--- config.mk ---
export PLATFORM = sky130hd
export DESIGN_NAME = xmodem_checksum_receiver
export DESIGN_NICKNAME = d
export VERILOG_FILES = /design/src/sv/xmcr_pkg.sv /design/src/sv/xmodem_checksum_receiver.sv
export SDC_FILE = /design/constraint.sdc
export NUM_CORES = 1
export LEC_CHECK = 0
export BUFFER_PORTS_ARGS = -buffer_cell sky130_fd_sc_hd__buf_2
export CAP_MARGIN = 40
export CORE_UTILIZATION = 40
export CTS_CLUSTER_SIZE = 16
export DETAILED_ROUTE_END_ITERATION = 10
export GPL_TIMING_DRIVEN = 0
export PLACE_DENSITY = 0.67
export SLEW_MARGIN = 20
export SYNTH_ARGS = -nofsm -noshare
export SYNTH_HDL_FRONTEND = slang
export SYNTH_SLANG_ARGS = --single-unit
--- constraint.sdc ---
create_clock -name clk -period 8.4 [get_ports clk]
set_input_delay 0.84 -clock clk [delete_from_list [all_inputs] [get_ports clk]]
set_output_delay 0.84 -clock clk [all_outputs]
set_load 0.02 [all_outputs]
--- src/sv/xmcr_pkg.sv ---
// ----------------------------------------------------------------------------
// xmcr_pkg
// Shared codes and constants for the XMODEM checksum receiver.
// ----------------------------------------------------------------------------
package xmcr_pkg;

  // Fixed packet geometry
  localparam int PAYLOAD_BYTES = 128;

  // Port widths fixed by the interface
  localparam int CFG_IDX_W  = 3;
  localparam int CFG_DATA_W = 17;
  localparam int COUNT_W    = 17;

  // Link control characters
  localparam logic [7:0] SOH_CODE = 8'h01;
  localparam logic [7:0] EOT_CODE = 8'h04;
  localparam logic [7:0] ACK_CODE = 8'h06;
  localparam logic [7:0] NAK_CODE = 8'h15;
  localparam logic [7:0] CAN_CODE = 8'h18;

  // Input opcodes
  localparam logic OP_BYTE = 1'b0;
  localparam logic OP_TICK = 1'b1;

  // Configuration register indexes
  localparam logic [CFG_IDX_W-1:0] REG_BUF_CAP   = 3'd0;
  localparam logic [CFG_IDX_W-1:0] REG_BYTE_TO   = 3'd1;
  localparam logic [CFG_IDX_W-1:0] REG_IDLE_TO   = 3'd2;
  localparam logic [CFG_IDX_W-1:0] REG_NAK_INT   = 3'd3;
  localparam logic [CFG_IDX_W-1:0] REG_ERR_LIMIT = 3'd4;

  // Session end codes
  localparam logic [2:0] END_NONE     = 3'd0;
  localparam logic [2:0] END_COMPLETE = 3'd1;
  localparam logic [2:0] END_RX_CAN   = 3'd2;
  localparam logic [2:0] END_ERRORS   = 3'd3;
  localparam logic [2:0] END_IDLE     = 3'd4;
  localparam logic [2:0] END_TX_CAN   = 3'd5;

  // Packet check flag bit positions
  localparam int FLG_NUM  = 0;
  localparam int FLG_COMP = 1;
  localparam int FLG_SUM  = 2;
  localparam int FLG_TIME = 3;

  // Between-packet marker bit positions
  localparam int SEEN_EOT = 0;
  localparam int SEEN_CAN = 1;

endpackage

--- src/sv/xmodem_checksum_receiver.sv ---
// ----------------------------------------------------------------------------
// xmodem_checksum_receiver
// XMODEM receiver, 8-bit additive checksum, 128-byte packets.
// ----------------------------------------------------------------------------
// Takes one received byte or one millisecond tick per beat and answers with
// ACK, NAK or a double CAN, plus a store beat per payload byte with its
// buffer address. A new input beat is taken every cycle while the result
// queue has room; results pass through the input register and a two-entry
// result queue, so a stalled output does not stop input until both entries
// are full. An overflow or a bad packet number gives two result beats (CAN,
// CAN) from one input. Configuration must be written through the cfg_ port
// only while the block is idle; the block itself does not enforce this.
module xmodem_checksum_receiver #(
  parameter int ADDR_BITS  = 16,
  parameter int TIMER_BITS = 16
) (
  input  logic                            clk,
  input  logic                            rst_n,
  // configuration
  input  logic                            cfg_wr_en,
  input  logic [xmcr_pkg::CFG_IDX_W-1:0]  cfg_index,
  input  logic [xmcr_pkg::CFG_DATA_W-1:0] cfg_wdata,
  // input channel
  input  logic                            in_valid,
  output logic                            in_stall,
  input  logic                            in_opcode,
  input  logic [7:0]                      in_rx_byte,
  // result channel
  output logic                            out_valid,
  input  logic                            out_stall,
  output logic                            out_tx_valid,
  output logic [7:0]                      out_tx_byte,
  output logic                            out_store_valid,
  output logic [ADDR_BITS-1:0]            out_store_addr,
  output logic [7:0]                      out_store_byte,
  output logic                            out_packet_accepted,
  output logic [2:0]                      out_end_code,
  output logic [xmcr_pkg::COUNT_W-1:0]    out_byte_count,
  output logic                            out_last
);
  import xmcr_pkg::*;

  localparam int CMP_W = (TIMER_BITS > 16) ? TIMER_BITS : 16;
  localparam int ASUM_W = ((ADDR_BITS > COUNT_W) ? ADDR_BITS : COUNT_W) + 1;
  localparam logic [TIMER_BITS-1:0] TMAX = {TIMER_BITS{1'b1}};

  typedef struct packed {
    logic [7:0]           tx_byte;
    logic                 store_valid;
    logic [ADDR_BITS-1:0] store_addr;
    logic [7:0]           store_byte;
    logic                 pkt_acc;
    logic [2:0]           end_code;
    logic [COUNT_W-1:0]   byte_count;
    logic                 twice;
  } rec_t;

  // Configuration registers
  logic [16:0] buf_cap_r;
  logic [15:0] byte_to_r;
  logic [15:0] idle_to_r;
  logic [15:0] nak_int_r;
  logic [3:0]  err_lim_r;

  // Input register
  logic       in_valid_r;
  logic       in_op_r;
  logic [7:0] in_byte_r;

  // Protocol state
  logic                  phase_r,   phase_nxt;
  logic [7:0]            bidx_r,    bidx_nxt;
  logic [7:0]            exp_r,     exp_nxt;
  logic [7:0]            got_r,     got_nxt;
  logic [7:0]            sum_r,     sum_nxt;
  logic [3:0]            flags_r,   flags_nxt;
  logic [1:0]            seen_r,    seen_nxt;
  logic [3:0]            err_r,     err_nxt;
  logic [COUNT_W-1:0]    acc_r,     acc_nxt;
  logic [TIMER_BITS-1:0] sil_r,     sil_nxt;
  logic [TIMER_BITS-1:0] nak_r,     nak_nxt;

  // Result queue
  rec_t       rec_q_r [2];
  logic       wr_ptr_r;
  logic       rd_ptr_r;
  logic [1:0] cnt_r;
  logic       half_r;

  logic                  adv;
  logic                  rec_push;
  rec_t                  rec;
  rec_t                  head;
  logic                  pop;
  logic                  beat;
  logic [TIMER_BITS-1:0] nak_inc;
  logic [TIMER_BITS-1:0] sil_inc;
  logic                  do_fin;
  logic                  bad;
  logic                  err_hit;
  logic                  new_sess;
  logic                  nak_max;
  logic [ASUM_W-1:0]     addr_full;
  logic [COUNT_W:0]      acc_need;

  // Advance the input stage whenever the queue has room
  assign adv      = in_valid_r && (cnt_r != 2'd2);
  assign in_stall = in_valid_r && (cnt_r == 2'd2);

  // Configuration writes
  always_ff @(posedge clk) begin
    if (!rst_n) begin
      buf_cap_r <= 17'h10000;
      byte_to_r <= 16'd10000;
      idle_to_r <= 16'd1;
      nak_int_r <= 16'd10000;
      err_lim_r <= 4'd10;
    end else if (cfg_wr_en) begin
      unique case (cfg_index)
        REG_BUF_CAP:   buf_cap_r <= cfg_wdata;
        REG_BYTE_TO:   byte_to_r <= cfg_wdata[15:0];
        REG_IDLE_TO:   idle_to_r <= cfg_wdata[15:0];
        REG_NAK_INT:   nak_int_r <= cfg_wdata[15:0];
        REG_ERR_LIMIT: err_lim_r <= cfg_wdata[3:0];
        default: ;
      endcase
    end
  end

  // Capture the input beat
  always_ff @(posedge clk) begin
    if (!rst_n) begin
      in_valid_r <= 1'b0;
    end else if (in_valid && !in_stall) begin
      in_valid_r <= 1'b1;
    end else if (adv) begin
      in_valid_r <= 1'b0;
    end
  end

  always_ff @(posedge clk) begin
    if (in_valid && !in_stall) begin
      in_op_r   <= in_opcode;
      in_byte_r <= in_rx_byte;
    end
  end

  // One protocol step per input beat
  always_comb begin
    phase_nxt = phase_r;
    bidx_nxt  = bidx_r;
    exp_nxt   = exp_r;
    got_nxt   = got_r;
    sum_nxt   = sum_r;
    flags_nxt = flags_r;
    seen_nxt  = seen_r;
    err_nxt   = err_r;
    acc_nxt   = acc_r;
    sil_nxt   = sil_r;
    nak_nxt   = nak_r;
    rec       = '0;
    rec_push  = 1'b0;
    do_fin    = 1'b0;
    new_sess  = 1'b0;
    nak_max   = 1'b0;

    nak_inc   = (nak_r == TMAX) ? nak_r : nak_r + 1'b1;
    sil_inc   = (sil_r == TMAX) ? sil_r : sil_r + 1'b1;
    addr_full = ASUM_W'(acc_r) + ASUM_W'(bidx_r) - ASUM_W'(2);
    acc_need  = {1'b0, acc_r} + (COUNT_W+1)'(PAYLOAD_BYTES);
    err_hit   = ({1'b0, err_r} + 5'd1) >= {1'b0, err_lim_r};

    if (in_op_r == OP_TICK) begin
      // Tick: age the timers, then check the active timeout
      nak_nxt = nak_inc;
      sil_nxt = sil_inc;
      if (phase_r) begin
        if (CMP_W'(sil_inc) >= CMP_W'(byte_to_r)) begin
          flags_nxt[FLG_TIME] = 1'b1;
          do_fin = 1'b1;
        end
      end else if (CMP_W'(sil_inc) >= CMP_W'(idle_to_r)) begin
        rec_push       = 1'b1;
        rec.end_code   = END_IDLE;
        rec.byte_count = acc_r;
        if (CMP_W'(nak_inc) >= CMP_W'(nak_int_r)) begin
          rec.tx_byte = NAK_CODE;
          nak_nxt     = '0;
        end
        new_sess = 1'b1;
      end
    end else begin
      sil_nxt = '0;
      if (phase_r) begin
        // Inside a packet: number, complement, payload, checksum
        bidx_nxt = bidx_r + 8'd1;
        if (bidx_r == 8'd0) begin
          got_nxt = in_byte_r;
          if (in_byte_r != exp_r) flags_nxt[FLG_NUM] = 1'b1;
        end else if (bidx_r == 8'd1) begin
          if (in_byte_r != ~exp_r) flags_nxt[FLG_NUM] = 1'b1;
          if (in_byte_r != ~got_r) flags_nxt[FLG_COMP] = 1'b1;
        end else if (bidx_r < 8'(2 + PAYLOAD_BYTES)) begin
          sum_nxt          = sum_r + in_byte_r;
          rec_push         = 1'b1;
          rec.store_valid  = 1'b1;
          rec.store_addr   = addr_full[ADDR_BITS-1:0];
          rec.store_byte   = in_byte_r;
          rec.byte_count   = acc_r;
        end else begin
          if (sum_r != in_byte_r) flags_nxt[FLG_SUM] = 1'b1;
          do_fin = 1'b1;
        end
      end else if (in_byte_r == EOT_CODE) begin
        // End of transfer needs two EOTs
        rec_push       = 1'b1;
        rec.byte_count = acc_r;
        if (seen_r[SEEN_EOT]) begin
          rec.tx_byte  = ACK_CODE;
          rec.end_code = END_COMPLETE;
          new_sess     = 1'b1;
          nak_max      = 1'b1;
        end else begin
          seen_nxt[SEEN_EOT] = 1'b1;
          rec.tx_byte        = NAK_CODE;
        end
      end else if (in_byte_r == CAN_CODE) begin
        // Sender cancel needs two CANs
        if (seen_r[SEEN_CAN]) begin
          rec_push       = 1'b1;
          rec.end_code   = END_TX_CAN;
          rec.byte_count = acc_r;
          if (CMP_W'(nak_r) >= CMP_W'(nak_int_r)) begin
            rec.tx_byte = NAK_CODE;
            nak_nxt     = '0;
          end
          new_sess = 1'b1;
        end else begin
          seen_nxt[SEEN_CAN] = 1'b1;
        end
      end else if (in_byte_r == SOH_CODE) begin
        // Header: cancel on overflow, else open a packet
        if (acc_need > {1'b0, buf_cap_r}) begin
          rec_push       = 1'b1;
          rec.tx_byte    = CAN_CODE;
          rec.end_code   = END_RX_CAN;
          rec.byte_count = acc_r;
          rec.twice      = 1'b1;
          new_sess       = 1'b1;
          nak_max        = 1'b1;
        end else begin
          seen_nxt  = '0;
          phase_nxt = 1'b1;
          bidx_nxt  = '0;
          flags_nxt = '0;
          sum_nxt   = '0;
          got_nxt   = '0;
        end
      end
    end

    // Packet end: run the checks in priority order
    bad = flags_nxt[FLG_COMP] || flags_nxt[FLG_TIME] || flags_nxt[FLG_SUM];
    if (do_fin) begin
      phase_nxt      = 1'b0;
      sil_nxt        = '0;
      rec_push       = 1'b1;
      rec.byte_count = acc_r;
      if (bad && err_hit) begin
        rec.end_code = END_ERRORS;
        new_sess     = 1'b1;
        nak_max      = 1'b1;
      end else if (!flags_nxt[FLG_COMP] && flags_nxt[FLG_NUM]) begin
        if (got_r == exp_r - 8'd1) begin
          rec.tx_byte = ACK_CODE;
        end else begin
          rec.tx_byte  = CAN_CODE;
          rec.end_code = END_RX_CAN;
          rec.twice    = 1'b1;
          new_sess     = 1'b1;
          nak_max      = 1'b1;
        end
      end else if (bad) begin
        if (err_r != 4'hF) err_nxt = err_r + 4'd1;
        rec.tx_byte = NAK_CODE;
      end else begin
        acc_nxt        = acc_r + COUNT_W'(PAYLOAD_BYTES);
        exp_nxt        = exp_r + 8'd1;
        err_nxt        = '0;
        rec.tx_byte    = ACK_CODE;
        rec.pkt_acc    = 1'b1;
        rec.byte_count = acc_nxt;
      end
    end

    // Restart the session
    if (new_sess) begin
      phase_nxt = 1'b0;
      bidx_nxt  = '0;
      exp_nxt   = 8'd1;
      got_nxt   = '0;
      sum_nxt   = '0;
      flags_nxt = '0;
      seen_nxt  = '0;
      err_nxt   = '0;
      acc_nxt   = '0;
      sil_nxt   = '0;
    end
    if (nak_max) nak_nxt = TMAX;
  end

  // Protocol state registers
  always_ff @(posedge clk) begin
    if (!rst_n) begin
      phase_r <= 1'b0;
      bidx_r  <= '0;
      exp_r   <= 8'd1;
      got_r   <= '0;
      sum_r   <= '0;
      flags_r <= '0;
      seen_r  <= '0;
      err_r   <= '0;
      acc_r   <= '0;
      sil_r   <= '0;
      nak_r   <= TMAX;
    end else if (adv) begin
      phase_r <= phase_nxt;
      bidx_r  <= bidx_nxt;
      exp_r   <= exp_nxt;
      got_r   <= got_nxt;
      sum_r   <= sum_nxt;
      flags_r <= flags_nxt;
      seen_r  <= seen_nxt;
      err_r   <= err_nxt;
      acc_r   <= acc_nxt;
      sil_r   <= sil_nxt;
      nak_r   <= nak_nxt;
    end
  end

  // Result queue: a doubled record drains as two beats
  assign head = rec_q_r[rd_ptr_r];
  assign beat = out_valid && !out_stall;
  assign pop  = beat && out_last;

  always_ff @(posedge clk) begin
    if (!rst_n) begin
      wr_ptr_r <= 1'b0;
      rd_ptr_r <= 1'b0;
      cnt_r    <= '0;
      half_r   <= 1'b0;
    end else begin
      if (adv && rec_push) wr_ptr_r <= ~wr_ptr_r;
      if (pop) begin
        rd_ptr_r <= ~rd_ptr_r;
        half_r   <= 1'b0;
      end else if (beat) begin
        half_r <= 1'b1;
      end
      cnt_r <= cnt_r + {1'b0, adv && rec_push} - {1'b0, pop};
    end
  end

  always_ff @(posedge clk) begin
    if (adv && rec_push) rec_q_r[wr_ptr_r] <= rec;
  end

  // Drive the result ports from the queue head
  assign out_valid           = (cnt_r != 2'd0);
  assign out_tx_valid        = (head.tx_byte != 8'd0);
  assign out_tx_byte         = head.tx_byte;
  assign out_store_valid     = head.store_valid;
  assign out_store_addr      = head.store_addr;
  assign out_store_byte      = head.store_byte;
  assign out_packet_accepted = head.pkt_acc;
  assign out_end_code        = head.end_code;
  assign out_byte_count      = head.byte_count;
  assign out_last            = !head.twice || half_r;

endmodule

==> reports/qor.yml <==
logic_synthesis:
  synth.top_cell.area_share: 0.214
  synth_top_area_cell: "dfxtp_1"
  synth.cells.most_frequent: "nand2_1 (201), dfxtp_1 (161), ha_1 (125)"
  synth.most_common_cell: "nand2_1"
  async_reset_ff_frac: 0
  syn_area_um2: 15100
  ys_seq_area_frac: 0.415
  yosysUniqueCellTypes: 88
  syn_inst: 1601
  synth_edf_count: 101
  synth_seq_cells: 262
  postSynthAreaPerCell_um2: 9.41
  synth_flop_cell: "dfxtp_1"
  yosys_warnings: 0
  ys_top_cells_by_area: "dfxtp_1 (21%), edfxtp_1 (20%), ha_1 (10%)"
timing:
  worst_slack_ps: 2760
  hold_viol: 0
  skew_ps: 12.2
  fmax_ghz: 0.177
  fin_crit_sh: 0.672
  rsz0062_at_grt: "false"
  slew_violations: 0
  worstMarginPinSlew_ps: 956
  tns_ps: 0
  finalCriticalPeriod_ps: 5640
  setup_viol: 0
  relSlewSlack: 0.357
route:
  num_vias: 12213
  drt-initial-drc-count: 873
  route.detailed.drc: 0
  drt-wirelength-per-cell_um: 17.2
  dr.pass1.iters: 5
  routed_wl_um: 38800
  drtAntennaViolNets: 0
  vias_per_cell: 5.42
cts:
  hold_buffers: 0
  cts_inserted_buffers: 29
  cts.path.max_buffers: 3
  clock-root-buffer: "clkbuf_16"
  clkSinkCount: 262
  path_clk_slew_ps: 60
  ctsResizeCount: 0
  clk_latency_ps: 560
  cts_max_level: 1
  cts_setup_buffers: 0
  cts_tree: "done"
final_layout:
  nets: 1889
  area_delta_synth_final_pct: 14.3
  drive_above_1_share: 0.147
  fin_area_um2: 17200
  final_cells: 2254
  diodes: 0
pwr:
  power.leakage_nw: 6.73
  power_density_nw_per_um2: 181
  ir_worst_vdd_uv: 136
  power_mw: 3.12
place:
  hpwl_um: 29500
  port_buffers: 88
  dp.cells: 2201
  placed_cell_area_um2: 16300
  dp_slack_ps: 2950
  gp_congestion: 0.929
global_route:
  antenna_found_initial: 0
  grt_max_degree: 27
  grtUsageTotal: 0.199
  overflow: 0
  grt_pass1_wl_um: 61500
  first_global_vias: 11724
setup_path:
  cp_slowest_stage_delay_ps: 450
  required_ps: 8830
  crit_type: "reg2reg"
  crit_chain: "clkbuf_1 > and3_1 > and3_1 > and4_1 > nand4_1 > clkbuf_1 > nand2_1 > xnor2_1 > ha_1 > nor3_1 > o21bai_1 > a31oi_1 > nor2_1 > nor2_1 > nand4_1 > nand2_1 > ha_1 > inv_1 > ha_1 > xor2_1 > xnor2_1 > nor2_1"
  cp.arrival_ps: 6080
  path_delay_family: "simple AND/OR/NAND/NOR gates"
  critPathMaxFanout: 10
  critPathLaunchType: "flip-flop"
  end_kind: "flip-flop"
  path_buf_inv: 3
  critical-path-slowest-cell: "nand4_1"
min_path:
  hp-class: "in2reg"
die:
  die_height_um: 196
  die-area_um2: 38400
  core-area_um2: 36900
  rows: 70
  die-width_um: 196
  ios: 92
  start_util: 0.409
status:
  status: "finished, final reports clean"
flow_run:
  maxCapViolCount: 0
stage by stage:
stage | hold slack [ps] | util
floorplan | 436 | -
global placement | 443 | 0.438
detailed placement | 448 | 0.441
CTS | 432 | 0.467
global route | 433 | 0.467
finish | 455 | 0.467
cell type report:
cell class,count,area [µm²]
Timing Repair Buffer,92,523
Tap cell,504,631
Clock inverter,20,201
Multi-Input combinational cell,1155,8060
Inverter,106,398
Buffer,82,379
Clock buffer,33,771
Fill cell,3556,19700
Sequential cell,262,6260
cells by family after synthesis:
family                   count (synthesis)  share of synthesized area
other                                    2                   0.000498
buffers and inverters                  188                     0.0516
AO/OA/AOI/OAI                          349                      0.157
adder cells (fa/ha/maj)                127                      0.106
flip-flops                             262                      0.415
multiplexers                            54                     0.0400
AND/OR/NAND/NOR                        527                      0.175
XOR/XNOR                                92                     0.0540
report_power, final:
part           switching (mW)  internal, mW  total, mW
clock network           0.535         0.753       1.29
logic                   0.283         0.178      0.460
registers              0.0242          1.35       1.37
final timing paths:
path	cells after the start	startpoint	end	slack [ps]
max	22	sil_r[5]	cnt_r[1]	2760
min	1	in_rx_byte[3]	in_byte_r[3]	460
max reg2reg	22	sil_r[5]	cnt_r[1]	2760
min reg2reg	2	byte_to_r[12]	byte_to_r[12]	460
cells in the final DEF, fill, tap and decap left out, types with 18 or more instances in the layout:
| cell type | count |
|---|---|
| buf_2 | 106 |
| nor3_1 | 32 |
| mux2_2 | 50 |
| nand2_1 | 201 |
| inv_1 | 105 |
| clkbuf_1 | 53 |
| nor2_1 | 96 |
| o21ai_0 | 52 |
| dfxtp_1 | 161 |
| clkbuf_16 | 29 |
| and3_1 | 35 |
| xor2_1 | 18 |
| nand4_1 | 25 |
| edfxtp_1 | 101 |
| nand3_1 | 38 |
| ha_1 | 125 |
| a21o_1 | 23 |
| a21oi_1 | 113 |
| xnor2_1 | 73 |
worst register-to-register path, stage by stage (launching register included):
cell,delay [ps]
dfxtp_1,300
clkbuf_1,160
and3_1,220
and3_1,220
and4_1,230
nand4_1,200
clkbuf_1,380
nand2_1,130
xnor2_1,440
ha_1,330
nor3_1,170
o21bai_1,100
a31oi_1,370
nor2_1,140
nor2_1,420
nand4_1,460
nand2_1,400
ha_1,290
inv_1,50
ha_1,140
xor2_1,190
xnor2_1,140
nor2_1,50
flip-flops by register name, summed over array words and instances (netlist names), 10 cells and up, named ones only:
signal and flops:
sil_r 16, nak_r 16, buf_cap_r 17, idle_to_r 16
rec_q_r 92, acc_r 10, byte_to_r 16, nak_int_r 16
layer usage:
metal	wire, µm	share of wire	global-route usage
met5	0	0	0
met4	955	0.025	0.0556
met3	2240	0.058	0.0256
met2	17600	0.45	0.327
met1	18000	0.46	0.273
No activity file was read; power rests on OpenSTA's default activity.
